[src/rtl/core/cla_pkg.sv]
// Shared constants and types of the command line assembler.
`default_nettype none
package cla_pkg;

    localparam int CAPACITY_DEF = 64;
    localparam int RX_W         = 8;
    localparam int CHAR_W       = 7;
    localparam int IDLE_W       = 16;
    localparam int APB_ADDR_W   = 3;
    localparam int APB_DATA_W   = 32;

    localparam logic [RX_W-1:0] CH_CR      = 8'h0D;
    localparam logic [RX_W-1:0] CH_LF      = 8'h0A;
    localparam logic [RX_W-1:0] PRINT_LOW  = 8'h20;
    localparam logic [RX_W-1:0] PRINT_HIGH = 8'h7E;

    localparam logic [IDLE_W-1:0] IDLE_TICKS_RESET = 16'd100;
    localparam logic [IDLE_W-1:0] IDLE_MAX         = 16'hFFFF;

    localparam logic OP_BYTE = 1'b0;
    localparam logic OP_TICK = 1'b1;

    localparam logic KIND_CHAR = 1'b0;
    localparam logic KIND_ERR  = 1'b1;

    // Register index decoded from paddr[2].
    localparam logic REG_IDLE_TICKS = 1'b0;

    typedef struct packed {
        logic full;
        logic empty;
    } t_q_stat;

endpackage
`default_nettype wire

[src/rtl/core/cla_if.sv]
// Valid/ready channel interfaces for command items and result items.
`default_nettype none
interface cla_in_if;
    import cla_pkg::*;
    logic            valid;
    logic            ready;
    logic            op;
    logic [RX_W-1:0] rx_byte;

    modport source (output valid, op, rx_byte, input ready);
    modport sink   (input valid, op, rx_byte, output ready);
endinterface

interface cla_out_if;
    import cla_pkg::*;
    logic              valid;
    logic              ready;
    logic              kind;
    logic [CHAR_W-1:0] char_out;
    logic              last;

    modport source (output valid, kind, char_out, last, input ready);
    modport sink   (input valid, kind, char_out, last, output ready);
endinterface
`default_nettype wire

[src/rtl/core/cla_ram.sv]
// Generic single write port, single read port RAM with registered read.
`default_nettype none
module cla_ram #(
    parameter int WIDTH = 8,
    parameter int DEPTH = 16,
    localparam int AW   = $clog2(DEPTH)
) (
    input  logic             i_clk,
    input  logic             i_we,
    input  logic [AW-1:0]    i_waddr,
    input  logic [WIDTH-1:0] i_wdata,
    input  logic             i_re,
    input  logic [AW-1:0]    i_raddr,
    output logic [WIDTH-1:0] o_rdata
);

    logic [WIDTH-1:0] r_mem [DEPTH];
    logic [WIDTH-1:0] r_rdata;

    always_ff @(posedge i_clk) begin
        if (i_we) begin
            r_mem[i_waddr] <= i_wdata;
        end
        if (i_re) begin
            r_rdata <= r_mem[i_raddr];
        end
    end

    assign o_rdata = r_rdata;

endmodule
`default_nettype wire

[src/rtl/core/cla_front.sv]
// Front end: takes bytes and ticks, builds the line, posts readout jobs.
`default_nettype none
module cla_front #(
    parameter int CAPACITY = cla_pkg::CAPACITY_DEF,
    localparam int LW      = $clog2(CAPACITY),
    localparam int AW      = $clog2(2 * CAPACITY),
    localparam int JW      = LW + 2
) (
    input  logic                         i_clk,
    input  logic                         i_rst_n,
    cla_in_if.sink                       i_cmd,
    input  logic [cla_pkg::IDLE_W-1:0]   i_idle_ticks,
    input  cla_pkg::t_q_stat             i_qstat,
    input  logic                         i_line_done,
    output logic                         o_push,
    output logic [JW-1:0]                o_job,
    output logic                         o_we,
    output logic [AW-1:0]                o_waddr,
    output logic [cla_pkg::CHAR_W-1:0]   o_wdata
);
    import cla_pkg::*;

    logic [LW-1:0]     r_len, n_len;
    logic              r_disc, n_disc;
    logic              r_bank, n_bank;
    logic [IDLE_W-1:0] r_idle, n_idle;
    logic [1:0]        r_lines, n_lines;
    logic              accept;
    logic              push_line;
    logic              job_err;
    logic              is_eol;
    logic              is_print;
    logic [IDLE_W-1:0] idle_inc;

    // Both line banks pending means the current bank is still being read.
    assign i_cmd.ready = !i_qstat.full && (r_lines != 2'd2);
    assign accept      = i_cmd.valid && i_cmd.ready;

    assign is_eol   = (i_cmd.rx_byte == CH_CR) || (i_cmd.rx_byte == CH_LF);
    assign is_print = (i_cmd.rx_byte >= PRINT_LOW) && (i_cmd.rx_byte <= PRINT_HIGH);
    assign idle_inc = (r_idle == IDLE_MAX) ? r_idle : r_idle + IDLE_W'(1);

    always_comb begin
        n_len     = r_len;
        n_disc    = r_disc;
        n_bank    = r_bank;
        n_idle    = r_idle;
        push_line = 1'b0;
        job_err   = 1'b0;
        o_we      = 1'b0;
        if (accept) begin
            if (i_cmd.op == OP_BYTE) begin
                n_idle = '0;
                if (is_eol) begin
                    push_line = !r_disc && (r_len != '0);
                    n_len     = '0;
                    n_disc    = 1'b0;
                end else if (is_print) begin
                    if (r_len != LW'(CAPACITY - 1)) begin
                        if (!r_disc) begin
                            o_we  = 1'b1;
                            n_len = r_len + LW'(1);
                        end
                    end else begin
                        n_disc = 1'b1;
                    end
                end
            end else begin
                n_idle = idle_inc;
                if (idle_inc >= i_idle_ticks) begin
                    if (r_disc) begin
                        job_err = 1'b1;
                        n_len   = '0;
                        n_disc  = 1'b0;
                    end else if (r_len != '0) begin
                        push_line = 1'b1;
                        n_len     = '0;
                    end
                end
            end
        end
        // Advance to the other bank once a line is handed off.
        if (push_line) begin
            n_bank = ~r_bank;
        end
        case ({push_line, i_line_done})
            2'b10:   n_lines = r_lines + 2'd1;
            2'b01:   n_lines = r_lines - 2'd1;
            default: n_lines = r_lines;
        endcase
    end

    always_ff @(posedge i_clk) begin
        if (!i_rst_n) begin
            r_len   <= '0;
            r_disc  <= 1'b0;
            r_bank  <= 1'b0;
            r_idle  <= '0;
            r_lines <= '0;
        end else begin
            r_len   <= n_len;
            r_disc  <= n_disc;
            r_bank  <= n_bank;
            r_idle  <= n_idle;
            r_lines <= n_lines;
        end
    end

    assign o_push  = push_line || job_err;
    assign o_job   = {job_err, r_bank, r_len};
    assign o_waddr = r_bank ? (AW'(CAPACITY) + AW'(r_len)) : AW'(r_len);
    assign o_wdata = i_cmd.rx_byte[CHAR_W-1:0];

endmodule
`default_nettype wire

[src/rtl/core/cla_queue.sv]
// Two-entry job queue between the front end and the readout engine.
`default_nettype none
module cla_queue #(
    parameter int WIDTH = 8
) (
    input  logic             i_clk,
    input  logic             i_rst_n,
    input  logic             i_push,
    input  logic [WIDTH-1:0] i_data,
    input  logic             i_pop,
    output logic [WIDTH-1:0] o_data,
    output cla_pkg::t_q_stat o_stat
);
    import cla_pkg::*;

    logic [WIDTH-1:0] r_mem [2];
    logic             r_wp;
    logic             r_rp;
    logic [1:0]       r_cnt;
    logic             do_push;
    logic             do_pop;

    assign do_push = i_push && (r_cnt != 2'd2);
    assign do_pop  = i_pop && (r_cnt != 2'd0);

    always_ff @(posedge i_clk) begin
        if (do_push) begin
            r_mem[r_wp] <= i_data;
        end
        if (!i_rst_n) begin
            r_wp  <= 1'b0;
            r_rp  <= 1'b0;
            r_cnt <= '0;
        end else begin
            if (do_push) begin
                r_wp <= ~r_wp;
            end
            if (do_pop) begin
                r_rp <= ~r_rp;
            end
            case ({do_push, do_pop})
                2'b10:   r_cnt <= r_cnt + 2'd1;
                2'b01:   r_cnt <= r_cnt - 2'd1;
                default: r_cnt <= r_cnt;
            endcase
        end
    end

    assign o_data       = r_mem[r_rp];
    assign o_stat.full  = (r_cnt == 2'd2);
    assign o_stat.empty = (r_cnt == 2'd0);

endmodule
`default_nettype wire

[src/rtl/core/cla_back.sv]
// Readout engine: turns jobs into result items, one line character a cycle while the result side is ready.
`default_nettype none
module cla_back #(
    parameter int CAPACITY = cla_pkg::CAPACITY_DEF,
    localparam int LW      = $clog2(CAPACITY),
    localparam int AW      = $clog2(2 * CAPACITY),
    localparam int JW      = LW + 2
) (
    input  logic                         i_clk,
    input  logic                         i_rst_n,
    input  cla_pkg::t_q_stat             i_qstat,
    input  logic [JW-1:0]                i_job,
    output logic                         o_pop,
    output logic                         o_re,
    output logic [AW-1:0]                o_raddr,
    input  logic [cla_pkg::CHAR_W-1:0]   i_rdata,
    output logic                         o_line_done,
    cla_out_if.source                    o_res
);
    import cla_pkg::*;

    typedef enum logic {
        S_IDLE,
        S_OUT
    } t_state;

    t_state            r_state, n_state;
    logic              r_valid, n_valid;
    logic              r_kind, n_kind;
    logic [CHAR_W-1:0] r_char, n_char;
    logic              r_last, n_last;
    logic              r_bank, n_bank;
    logic [LW-1:0]     r_len, n_len;
    logic [LW-1:0]     r_idx, n_idx;
    logic              load_ok;
    logic              is_last;
    logic              job_err;
    logic              job_bank;
    logic [LW-1:0]     job_len;
    logic              rd_bank;
    logic [LW-1:0]     rd_idx;

    assign job_err  = i_job[LW+1];
    assign job_bank = i_job[LW];
    assign job_len  = i_job[LW-1:0];

    assign load_ok = !r_valid || o_res.ready;
    assign is_last = (r_idx == r_len - LW'(1));

    always_comb begin
        n_state     = r_state;
        n_valid     = r_valid && !o_res.ready;
        n_kind      = r_kind;
        n_char      = r_char;
        n_last      = r_last;
        n_bank      = r_bank;
        n_len       = r_len;
        n_idx       = r_idx;
        o_pop       = 1'b0;
        o_re        = 1'b0;
        o_line_done = 1'b0;
        rd_bank     = r_bank;
        rd_idx      = r_idx + LW'(1);
        case (r_state)
            S_IDLE: begin
                if (!i_qstat.empty) begin
                    if (job_err) begin
                        if (load_ok) begin
                            n_valid = 1'b1;
                            n_kind  = KIND_ERR;
                            n_char  = '0;
                            n_last  = 1'b1;
                            o_pop   = 1'b1;
                        end
                    end else begin
                        // Take the line job and fetch its first character.
                        o_pop   = 1'b1;
                        n_bank  = job_bank;
                        n_len   = job_len;
                        n_idx   = '0;
                        o_re    = 1'b1;
                        rd_bank = job_bank;
                        rd_idx  = '0;
                        n_state = S_OUT;
                    end
                end
            end
            S_OUT: begin
                if (load_ok) begin
                    n_valid = 1'b1;
                    n_kind  = KIND_CHAR;
                    n_char  = i_rdata;
                    n_last  = is_last;
                    if (is_last) begin
                        o_line_done = 1'b1;
                        n_state     = S_IDLE;
                    end else begin
                        n_idx = r_idx + LW'(1);
                        o_re  = 1'b1;
                    end
                end
            end
            default: begin
                n_state = S_IDLE;
            end
        endcase
    end

    always_ff @(posedge i_clk) begin
        if (!i_rst_n) begin
            r_state <= S_IDLE;
            r_valid <= 1'b0;
        end else begin
            r_state <= n_state;
            r_valid <= n_valid;
            r_kind  <= n_kind;
            r_char  <= n_char;
            r_last  <= n_last;
            r_bank  <= n_bank;
            r_len   <= n_len;
            r_idx   <= n_idx;
        end
    end

    assign o_raddr        = rd_bank ? (AW'(CAPACITY) + AW'(rd_idx)) : AW'(rd_idx);
    assign o_res.valid    = r_valid;
    assign o_res.kind     = r_kind;
    assign o_res.char_out = r_char;
    assign o_res.last     = r_last;

endmodule
`default_nettype wire

[src/rtl/core/command_line_assembler.sv]
// Top level of the command line assembler: config register and datapath wiring.
//
//  channel   dir  handshake          payload
//  i_cmd     in   valid/ready        op, rx_byte
//  o_res     out  valid/ready        kind, char_out, last
//  apb       in   psel/penable       paddr, pwdata, prdata (idle_ticks at 0x0)
//
// A byte or tick item is handled by the front end in the cycle it is accepted.
// A finished line is read out of the two-bank line RAM at one character
// per cycle through its single read port while the result side is ready.
// The front end holds ready low while the job queue is full or both line
// banks still wait for readout. Reset is synchronous and needs no sweep.
`default_nettype none
module command_line_assembler #(
    parameter int CAPACITY = cla_pkg::CAPACITY_DEF
) (
    input  logic                           i_clk,
    input  logic                           i_rst_n,
    cla_in_if.sink                         i_cmd,
    cla_out_if.source                      o_res,
    input  logic                           psel,
    input  logic                           penable,
    input  logic                           pwrite,
    input  logic [cla_pkg::APB_ADDR_W-1:0] paddr,
    input  logic [cla_pkg::APB_DATA_W-1:0] pwdata,
    output logic [cla_pkg::APB_DATA_W-1:0] prdata,
    output logic                           pready
);
    import cla_pkg::*;

    localparam int LW    = $clog2(CAPACITY);
    localparam int AW    = $clog2(2 * CAPACITY);
    localparam int JW    = LW + 2;
    localparam int DEPTH = 2 * CAPACITY;

    logic [IDLE_W-1:0] r_idle_ticks;
    logic              cfg_wr;

    logic              push;
    logic [JW-1:0]     job_in;
    logic [JW-1:0]     job_out;
    logic              pop;
    t_q_stat           qstat;
    logic              line_done;
    logic              we;
    logic [AW-1:0]     waddr;
    logic [CHAR_W-1:0] wdata;
    logic              re;
    logic [AW-1:0]     raddr;
    logic [CHAR_W-1:0] rdata;

    assign pready = 1'b1;
    assign cfg_wr = psel && penable && pwrite && pready && (paddr[2] == REG_IDLE_TICKS);

    always_ff @(posedge i_clk) begin
        if (!i_rst_n) begin
            r_idle_ticks <= IDLE_TICKS_RESET;
        end else if (cfg_wr) begin
            r_idle_ticks <= pwdata[IDLE_W-1:0];
        end
    end

    assign prdata = (paddr[2] == REG_IDLE_TICKS) ? APB_DATA_W'(r_idle_ticks) : '0;

    cla_front #(
        .CAPACITY (CAPACITY)
    ) u_front (
        .i_clk        (i_clk),
        .i_rst_n      (i_rst_n),
        .i_cmd        (i_cmd),
        .i_idle_ticks (r_idle_ticks),
        .i_qstat      (qstat),
        .i_line_done  (line_done),
        .o_push       (push),
        .o_job        (job_in),
        .o_we         (we),
        .o_waddr      (waddr),
        .o_wdata      (wdata)
    );

    cla_queue #(
        .WIDTH (JW)
    ) u_queue (
        .i_clk   (i_clk),
        .i_rst_n (i_rst_n),
        .i_push  (push),
        .i_data  (job_in),
        .i_pop   (pop),
        .o_data  (job_out),
        .o_stat  (qstat)
    );

    cla_ram #(
        .WIDTH (CHAR_W),
        .DEPTH (DEPTH)
    ) u_line_ram (
        .i_clk   (i_clk),
        .i_we    (we),
        .i_waddr (waddr),
        .i_wdata (wdata),
        .i_re    (re),
        .i_raddr (raddr),
        .o_rdata (rdata)
    );

    cla_back #(
        .CAPACITY (CAPACITY)
    ) u_back (
        .i_clk       (i_clk),
        .i_rst_n     (i_rst_n),
        .i_qstat     (qstat),
        .i_job       (job_out),
        .o_pop       (pop),
        .o_re        (re),
        .o_raddr     (raddr),
        .i_rdata     (rdata),
        .o_line_done (line_done),
        .o_res       (o_res)
    );

endmodule
`default_nettype wire

[src/flat_wrapper.sv]
// flat-port wrapper written by rule: the top's interface ports become plain ports
module command_line_assembler_flat import cla_pkg::*;
#(
    parameter int CAPACITY = cla_pkg::CAPACITY_DEF
)
  (i_clk, i_rst_n, psel, penable, pwrite, paddr, pwdata, prdata, pready, i_cmd_valid, i_cmd_op, i_cmd_rx_byte, i_cmd_ready, o_res_valid, o_res_kind, o_res_char_out, o_res_last, o_res_ready);
  cla_in_if i_cmd_i ();
  cla_out_if o_res_i ();
  input  logic i_clk;
  input  logic i_rst_n;
  input  logic psel;
  input  logic penable;
  input  logic pwrite;
  input  logic [cla_pkg::APB_ADDR_W-1:0] paddr;
  input  logic [cla_pkg::APB_DATA_W-1:0] pwdata;
  output logic [cla_pkg::APB_DATA_W-1:0] prdata;
  output logic pready;
  input wire logic [$bits(i_cmd_i.valid)-1:0] i_cmd_valid;
  input wire logic [$bits(i_cmd_i.op)-1:0] i_cmd_op;
  input wire logic [$bits(i_cmd_i.rx_byte)-1:0] i_cmd_rx_byte;
  output wire logic [$bits(i_cmd_i.ready)-1:0] i_cmd_ready;
  output wire logic [$bits(o_res_i.valid)-1:0] o_res_valid;
  output wire logic [$bits(o_res_i.kind)-1:0] o_res_kind;
  output wire logic [$bits(o_res_i.char_out)-1:0] o_res_char_out;
  output wire logic [$bits(o_res_i.last)-1:0] o_res_last;
  input wire logic [$bits(o_res_i.ready)-1:0] o_res_ready;
  assign i_cmd_i.valid = i_cmd_valid;
  assign i_cmd_i.op = i_cmd_op;
  assign i_cmd_i.rx_byte = i_cmd_rx_byte;
  assign i_cmd_ready = i_cmd_i.ready;
  assign o_res_valid = o_res_i.valid;
  assign o_res_kind = o_res_i.kind;
  assign o_res_char_out = o_res_i.char_out;
  assign o_res_last = o_res_i.last;
  assign o_res_i.ready = o_res_ready;
  command_line_assembler #(.CAPACITY(CAPACITY)) u_core (.i_clk(i_clk), .i_rst_n(i_rst_n), .i_cmd(i_cmd_i), .o_res(o_res_i), .psel(psel), .penable(penable), .pwrite(pwrite), .paddr(paddr), .pwdata(pwdata), .prdata(prdata), .pready(pready));
endmodule
[config.mk]
export PLATFORM = sky130hd
export DESIGN_NAME = command_line_assembler_flat
export DESIGN_NICKNAME = d
export VERILOG_FILES = /design/src/rtl/core/cla_pkg.sv /design/src/rtl/core/cla_if.sv /design/src/rtl/core/cla_ram.sv /design/src/rtl/core/cla_front.sv /design/src/rtl/core/cla_queue.sv /design/src/rtl/core/cla_back.sv /design/src/rtl/core/command_line_assembler.sv /design/src/flat_wrapper.sv
export SDC_FILE = /design/constraint.sdc
export NUM_CORES = 1
export LEC_CHECK = 0
export ABC_CLOCK_PERIOD_IN_PS = 4730
export BUFFER_PORTS_ARGS = -buffer_cell sky130_fd_sc_hd__buf_4
export CORE_ASPECT_RATIO = 1.1
export CORE_UTILIZATION = 62
export CTS_CLUSTER_DIAMETER = 50
export DETAILED_ROUTE_END_ITERATION = 10
export PLACE_DENSITY = 0.9
export RECOVER_POWER = 50
export SYNTH_ARGS = -nofsm -noshare
export SYNTH_HDL_FRONTEND = slang
export SYNTH_HIERARCHICAL = 1
export SYNTH_SLANG_ARGS = --single-unit
[constraint.sdc]
create_clock -name i_clk -period 4.73 [get_ports i_clk]
set_clock_uncertainty 0.05 [all_clocks]
set_input_delay 0.2365 -clock i_clk [delete_from_list [all_inputs] [get_ports i_clk]]
set_output_delay 0.2365 -clock i_clk [all_outputs]
set_load 0.01 [all_outputs]
==> out/metrics.yaml, run 1 <==
floorplanning:
  die_area_um2: 65790
  initial_core_util_pct: 62.90
  die-width_um: 244.6
  num_io_pins: 95
  core-area_um2: 63840
  fp.dieH_um: 268.9
  std_cell_rows: 97
timing:
  setup_slack_ns: 0.1166
  tightest_slew_ns: 4.234
  report.final.slew_viol_count: 774
  setup_viol: 0
  fmax_mhz: 216.8
  period_needed_ns: 4.613
  slew-limit-headroom_pct: -182.2
  finalHoldViolations: 0
  period_share_pct: 97.54
worst_setup_path:
  end_kind: "register"
  cpPeakStageDelay_ns: 0.44
  cp_top_family: "simple AND/OR/NAND/NOR gates"
  criticalPathCategory: "register to register"
  path_max_fanout: 8
  crit_chain: "ha_2, inv_1, or3_1, or2_4, nand2_2, nor2_1, xor2_1, ha_1, and4_1, o211ai_1, o32a_1, nand2_1, nand3b_1, a21oi_2, nand2_1, ha_1, or3_1, a21oi_1"
  required_ns: 5.25
  crit_buf_inv: 1
  worstSetupStartpointType: "register"
  cp.arrival_ns: 5.13
  cp_slowest_cell: "dfxtp_1"
clock_network:
  root_buffer: "clkbuf_16"
  clock_path_buffers: 3
  clock_sink_count: 990
  clk_latency_ns: 0.67
  cts_buffers: 94
  cts_tree: "done"
  path_clk_slew_ns: 0.07
  htreeDepth: 3
run:
  max_cap_viol_count: 10
power_and_ir_drop:
  vdd_drop_max_uv: 322.4
  power_uw: 17830
  p_leak_uw: 0.01383
  power.density_nw_per_um2: 396.7
routing:
  drt-total-wl_um: 109400
  ant_nets: 0
  viasPerCell: 7.236
  wire_per_inst_um: 35.48
  drtIter0Drc: 3639
  num_vias: 22300
  drc: 0
  drt_first_pass_iters: 10
synth:
  ys_warn_count: 6
  syn-mean-instance-area_um2: 19.87
  yosysSeqAreaShare_pct: 72.82
  yosys.area.top_type_share_pct: 70.37
  netlist_top_cells_area: "edfxtp_1, mux4_2, dfxtp_1, nor2_1, buf_4"
  ys_seq_elements: 990
  syn-instance-count: 2021
  syn_area_um2: 40150
  async_flop_share_pct: 0
  synth_ff_type: "edfxtp_1"
  synth_edf_count: 941
  ys_types: 76
  synth_top_area_cell: "edfxtp_1"
grt:
  antenna_found_initial: 5
  grt_pass1_vias: 22450
  grt_start_max_net_pins: 144
  grt.overflow.total: 0
  grt_pass1_wl_um: 156700
  track_usage_pct: 33.86
placed_design:
  placed_area_um2: 41610
  io_buffers: 59
  pre_cts_ws_ns: 0.2876
  dpl.hpwl_um: 58150
  place_congestion: 0.8523
final_layout:
  layout_common_cells: "edfxtp_1, mux4_2, nor2_1, clkbuf_16, buf_4"
  fin_area_um2: 44950
  synthToLayoutAreaGrowth_pct: 11.94
  num-nets-final: 2235
  layout_commonest_cell: "edfxtp_1"
  drive_above_1_share_pct: 26.03
  final_util_pct: 70.41
outcome:
  outcome: "finished with violations"
  violations: "capacitance limit, slew limit"
min_path:
  hp-class: "input pin to register"
-- layout make-up --
type                            instances  area (um^2)
Sequential cell                       990        29240
Fill cell                            3392        18890
Multi-Input combinational cell        874        10110
Clock buffer                          109         2440
Timing Repair Buffer                  167         1226
Tap cell                              841         1052
Clock inverter                         66        752.0
Inverter                               34        127.6
Antenna cell                            1        2.502
-- per-layer routing --
layer	track usage, %	part of all wire (%)
met2	56.69	49
met3	7.097	11
met5	0	0.021
met1	41.05	32
met4	20.05	7.3
-- power by group --
| part | internal (uW) | switching [uW] | leakage (uW) |
|---|---|---|---|
| combinational | 69.8 | 235 | 0.00344 |
| sequential | 9600 | 5.61 | 0.00884 |
| clock | 4460 | 3460 | 0.00155 |
-- worst min-delay path, stage by stage --
cell	delay (ns)
buf_4	0.09
or3_4	0.16
nor3_1	0.07
a21oi_1	0.12
o32ai_1	0.09
-- cells in the mapped netlist, types with 2 or more instances --
library cell,instances
a2111oi_0,2
a211oi_1,2
a21o_1,3
a21oi_1,30
a221oi_1,2
a311oi_1,2
a31oi_1,11
and2_1,14
and2b_2,6
and3_1,5
and4_1,3
buf_1,12
buf_2,8
buf_4,50
buf_6,5
clkbuf_1,62
conb_1,2
dfxtp_1,49
edfxtp_1,941
ha_1,23
inv_1,33
mux2_2,17
mux2i_1,17
mux4_2,294
nand2_1,72
nand2b_1,6
nand3_1,27
nand4_1,11
nor2_1,160
nor2b_1,27
nor3_1,20
nor3b_1,3
nor4_1,4
o211a_1,2
o211ai_1,5
o21a_1,7
o21ai_0,10
o21ai_1,3
o22ai_1,2
or2_1,2
or3_1,6
xnor2_1,17
xor2_1,11
-- final timing paths --
| check | startpoint | end | slack [ns] | depth (start not counted) |
|---|---|---|---|---|
| worst max-delay path | u_core/u_front/r_idle[0]$_SDFFE_PN0P_ | u_core/u_queue/r_cnt[1]$_SDFFE_PN0P_ | 0.12 | 18 |
| worst min-delay path | i_cmd_rx_byte[7] | u_core/u_front/r_len[5]$_SDFFE_PN0P_ | 0.1 | 5 |
| worst max register to register | u_core/u_front/r_idle[0]$_SDFFE_PN0P_ | u_core/u_queue/r_cnt[1]$_SDFFE_PN0P_ | 0.12 | 18 |
| worst min register to register | u_core/r_idle_ticks[4]$_SDFFE_PN0P_ | u_core/r_idle_ticks[4]$_SDFFE_PN0P_ | 0.44 | 2 |
-- per-stage QoR --
step | setup TNS (ns) | hold slack [ns] | cells
6_report | 0 | 0.09564 | 3082
5_1_grt | -0.00002842 | 0.06821 | 3081
4_1_cts | 0 | 0.03903 | 3081
3_5_place_dp | 0 | 0.4180 | 2877
3_3_place_gp | 0 | 0.4076 | 2877
2_1_floorplan | 0 | 0.2990 | 2036
-- cell families (layout without fill, tap and decap cells) --
kind of cell             count (synthesis)  in the layout  share of synthesized area (%)
AO/OA/AOI/OAI                           94             94                          1.536
XOR/XNOR                                28             28                         0.6107
adder cells (fa/ha/maj)                 23             23                         0.7167
buffers and inverters                  172            376                          2.234
flip-flops                             990            990                          72.82
multiplexers                           328            328                          17.39
other                                    2             18                        0.01870
AND/OR/NAND/NOR                        384            384                          4.677
-- sequential cells by signal, summed over array words and instances, names as in the netlist, 2 cells and up, named ones only --
register,count
u_core/u_line_ram/o_rdata,7
u_core/u_queue/r_cnt,2
u_core/u_queue/r_mem,16
u_core/r_idle_ticks,16
u_core/u_back/r_len,6
u_core/u_front/r_lines,2
u_core/u_front/r_idle,16
u_core/u_back/r_idx,6
u_core/u_back/o_res.char_out,7
u_core/u_front/r_len,6
u_core/u_line_ram/r_mem,896
-- repair_timing --
item	CTS	global route
setup buffers	0	0
endpoints found under the hold margin	91	0
resized for setup	1	4
setup endpoints to repair	1	11
pin swaps	0	1
hold buffers	29	0
Power figures use the tool's default switching activity.
==> run 2, diff against run 1 <==
- ABC_AREA: not set -> 1
- CORE_UTILIZATION: 62 -> 63
- PLACE_DENSITY: 0.9 -> 0.91
==> run 2 against run 1 <==
The flow finishes with violations (DRC, capacitance limit, slew limit); critical path depth shrank 9; synthesized cell count grew 93%; hold slack lost 0.019 ns; final area grew 3.0%; synthesized area grew 6.2%; total power grew 4.8%; flip-flop and latch count is the same; critical endpoint is now u_core/u_line_ram/r_mem[50][5]$_DFFE_PP_; maximum frequency grew 6.5%; largest cell class unchanged; non-clock buffer count shrank 19; routed wire length grew 2.5%; highest routed layer is now met4; die area grew 4.5%.
==> out/metrics.yaml, run 2 <==
placed_design:
  pre_cts_ws_ns: 0.8376
  io_buffers: 59
  dpl.cell_count: 4615
  dpl.hpwl_um: 58190
  place_congestion: 0.9178
power_and_ir_drop:
  vdd_drop_max_uv: 318.9
  power.density_nw_per_um2: 403.7
  p_leak_uw: 0.01687
grt:
  antenna_found_initial: 0
  grtUsageMet1_pct: 39.04
  busiest_layer: "met2"
  track_usage_pct: 32.30
  gr-usage-met3_pct: 6.907
  met2_usage_pct: 53.48
  grt_pass1_wl_um: 170100
  grt.overflow.total: 0
  grt_start_max_net_pins: 223
  grt_pass1_vias: 31080
floorplanning:
  core-area_um2: 66640
  initial_core_util_pct: 64.00
  std_cell_rows: 99
  die_area_um2: 68750
  fp.dieH_um: 274.9
  die-width_um: 250.1
  num_io_pins: 95
final_layout:
  top_register: "u_core/u_line_ram/r_mem"
  layout_common_cells: "nand2_1, edfxtp_1, nand3_1, nor2_1, inv_1"
  layout_commonest_cell: "nand2_1"
  fin_cells: 4829
  synthToLayoutAreaGrowth_pct: 8.551
  largest_register_ffs: 896
  drive_above_1_share_pct: 6.925
  num-nets-final: 3972
  num_antenna_cells: 0
synth:
  ys_types: 39
  yosysMostFrequentCell: "nand2_1"
  syn-instance-count: 3897
  synth_compound_area_share_pct: 0.5221
  synth_simple_gate_area_share_pct: 24.36
  synth_common_cells: "nand2_1, edfxtp_1, nand3_1"
  synth_top_family_by_area: "simple AND/OR/NAND/NOR gates"
  ys_seq_elements: 990
  ys_warn_count: 6
  synth_xor_area_share_pct: 0.3696
  async_flop_share_pct: 0
  yosys.area.top_type_share_pct: 66.25
  netlist_top_cells_area: "edfxtp_1, nand2_1, nand3_1, dfxtp_1, nor2_1"
  synth_edf_count: 941
  syn-mean-instance-area_um2: 10.95
  synth_ff_type: "edfxtp_1"
  yosysSeqAreaShare_pct: 68.55
  synth-adder-area-share_pct: 0.6747
  synthMuxAreaShare_pct: 0.2112
  synth_top_area_cell: "edfxtp_1"
  syn_area_um2: 42650
worst_setup_path:
  worstSetupStartpointType: "input pin"
  ff2ff_setup_slack_ns: 0.44
  cp.arrival_ns: 4.56
  required_ns: 4.96
  end_kind: "register"
  r2r_end: "u_core/u_line_ram/r_mem[50][5]$_DFFE_PP_"
  criticalPathCategory: "input pin to register"
  r2r_start: "u_core/u_queue/r_cnt[0]$_SDFFE_PN0P_"
  path_max_fanout: 27
  reg2reg_depth: 7
timing:
  report.final.slew_viol_count: 700
  setup_viol: 0
  slew-limit-headroom_pct: -140.6
  finalHoldViolations: 0
  tightest_slew_ns: 3.610
  period_needed_ns: 4.331
  fmax_mhz: 230.9
  setup_slack_ns: 0.3986
  period_share_pct: 91.57
  setup_tns_ns: 0
  rsz0062_at_grt: "no"
  holdWs_ns: 0.07619
routing:
  drt-total-wl_um: 112100
  drt_first_pass_iters: 11
  viasPerCell: 6.583
  wire_per_inst_um: 23.21
  drtIter0Drc: 5749
  drc: 1
  num_vias: 31790
  ant_nets: 0
clock_network:
  clock_path_buffers: 3
  htreeDepth: 3
  cts_buffers: 88
  root_buffer: "clkbuf_16"
  clock_sink_count: 990
  path_clk_slew_ns: 0.07
  cts_tree: "done"
  clk_latency_ns: 0.65
  cts_resized: 0
outcome:
  outcome: "finished with violations"
  violations: "DRC, capacitance limit, slew limit"
min_path:
  hp-class: "input pin to register"
  hp-start: "i_cmd_op"
  whs_path_depth: 4
  holdPathEnd: "u_core/u_front/r_bank$_SDFFE_PN0P_"
run:
  max_cap_viol_count: 10
==> run 2: routing by layer <==
metal	share of wire, %	vias to the layer above
met5	0	-
met4	6.8	0
met3	14	685
met2	47	3083
met1	32	14690
li1	-	13330
==> run 2: power breakdown <==
group	internal, uW	total [uW]	switching, uW
combinational	433	1700	1270
clock	4140	7310	3170
sequential	9640	9680	39.2
==> run 2: metrics by stage <==
stage	instance area (um^2)	util, %	power [uW]
CTS	46450	69.70	18610
detailed placement	43020	64.55	11400
finish	46300	69.48	18690
global route	46300	69.48	19130
floorplan	42710	-	10950
global placement	43020	64.55	11330
==> run 2: worst max path at each step <==
| stage | start | end | slack, ns | cells after the start |
|---|---|---|---|---|
| finish | i_cmd_rx_byte[5] | u_core/u_line_ram/r_mem[50][5]$_DFFE_PP_ | 0.40 | 9 |
| global route | u_core/u_front/r_idle[0]$_SDFFE_PN0P_ | u_core/u_queue/r_mem[0][4]$_DFFE_PP_ | 0.36 | 20 |
| CTS | u_core/u_front/r_idle[0]$_SDFFE_PN0P_ | u_core/u_queue/r_mem[0][1]$_DFFE_PP_ | 0.82 | 22 |
| detailed placement | u_core/u_front/r_idle[0]$_SDFFE_PN0P_ | u_core/u_queue/r_mem[0][2]$_DFFE_PP_ | 0.84 | 22 |
| global placement | u_core/u_front/r_idle[0]$_SDFFE_PN0P_ | u_core/u_queue/r_mem[0][1]$_DFFE_PP_ | 0.96 | 22 |
| floorplan | u_core/u_front/r_idle[0]$_SDFFE_PN0P_ | u_core/u_queue/r_mem[0][0]$_DFFE_PP_ | 1.57 | 22 |
==> run 2: what timing repair did <==
action,4_1_cts,5_1_grt
hold buffers,51,0
setup buffers,0,0
endpoints found under the hold margin,54,0
==> run 2: cells by family after synthesis <==
kind of cell | Yosys count
AOI/OAI and AO/OA | 43
xor gates and xnor gates | 18
adders and majority gates | 23
buffers and inverters | 399
DFF | 990
muxes | 8
other | 2
and+or+nand+nor | 2414
==> run 2: cell type report <==
type / instances / area [um^2]
inverters: 147 / 571.8
well taps: 858 / 1074
repair buffers: 148 / 1251
flip-flops and latches: 990 / 29240
clock buffers: 106 / 2300
fillers: 3856 / 20340
clock inverters: 57 / 624.3
multi-input cells: 2523 / 11240
==> run 2: critical path, stage by stage <==
cell and delay [ns]:
dlygate4sd3_1 0.53, clkbuf_1 1.03, nor2_1 0.20, nand2_1 0.12
nand3_1 0.17, nor4_2 0.20, buf_4 0.24, nand2_1 0.81
nor2_1 0.99
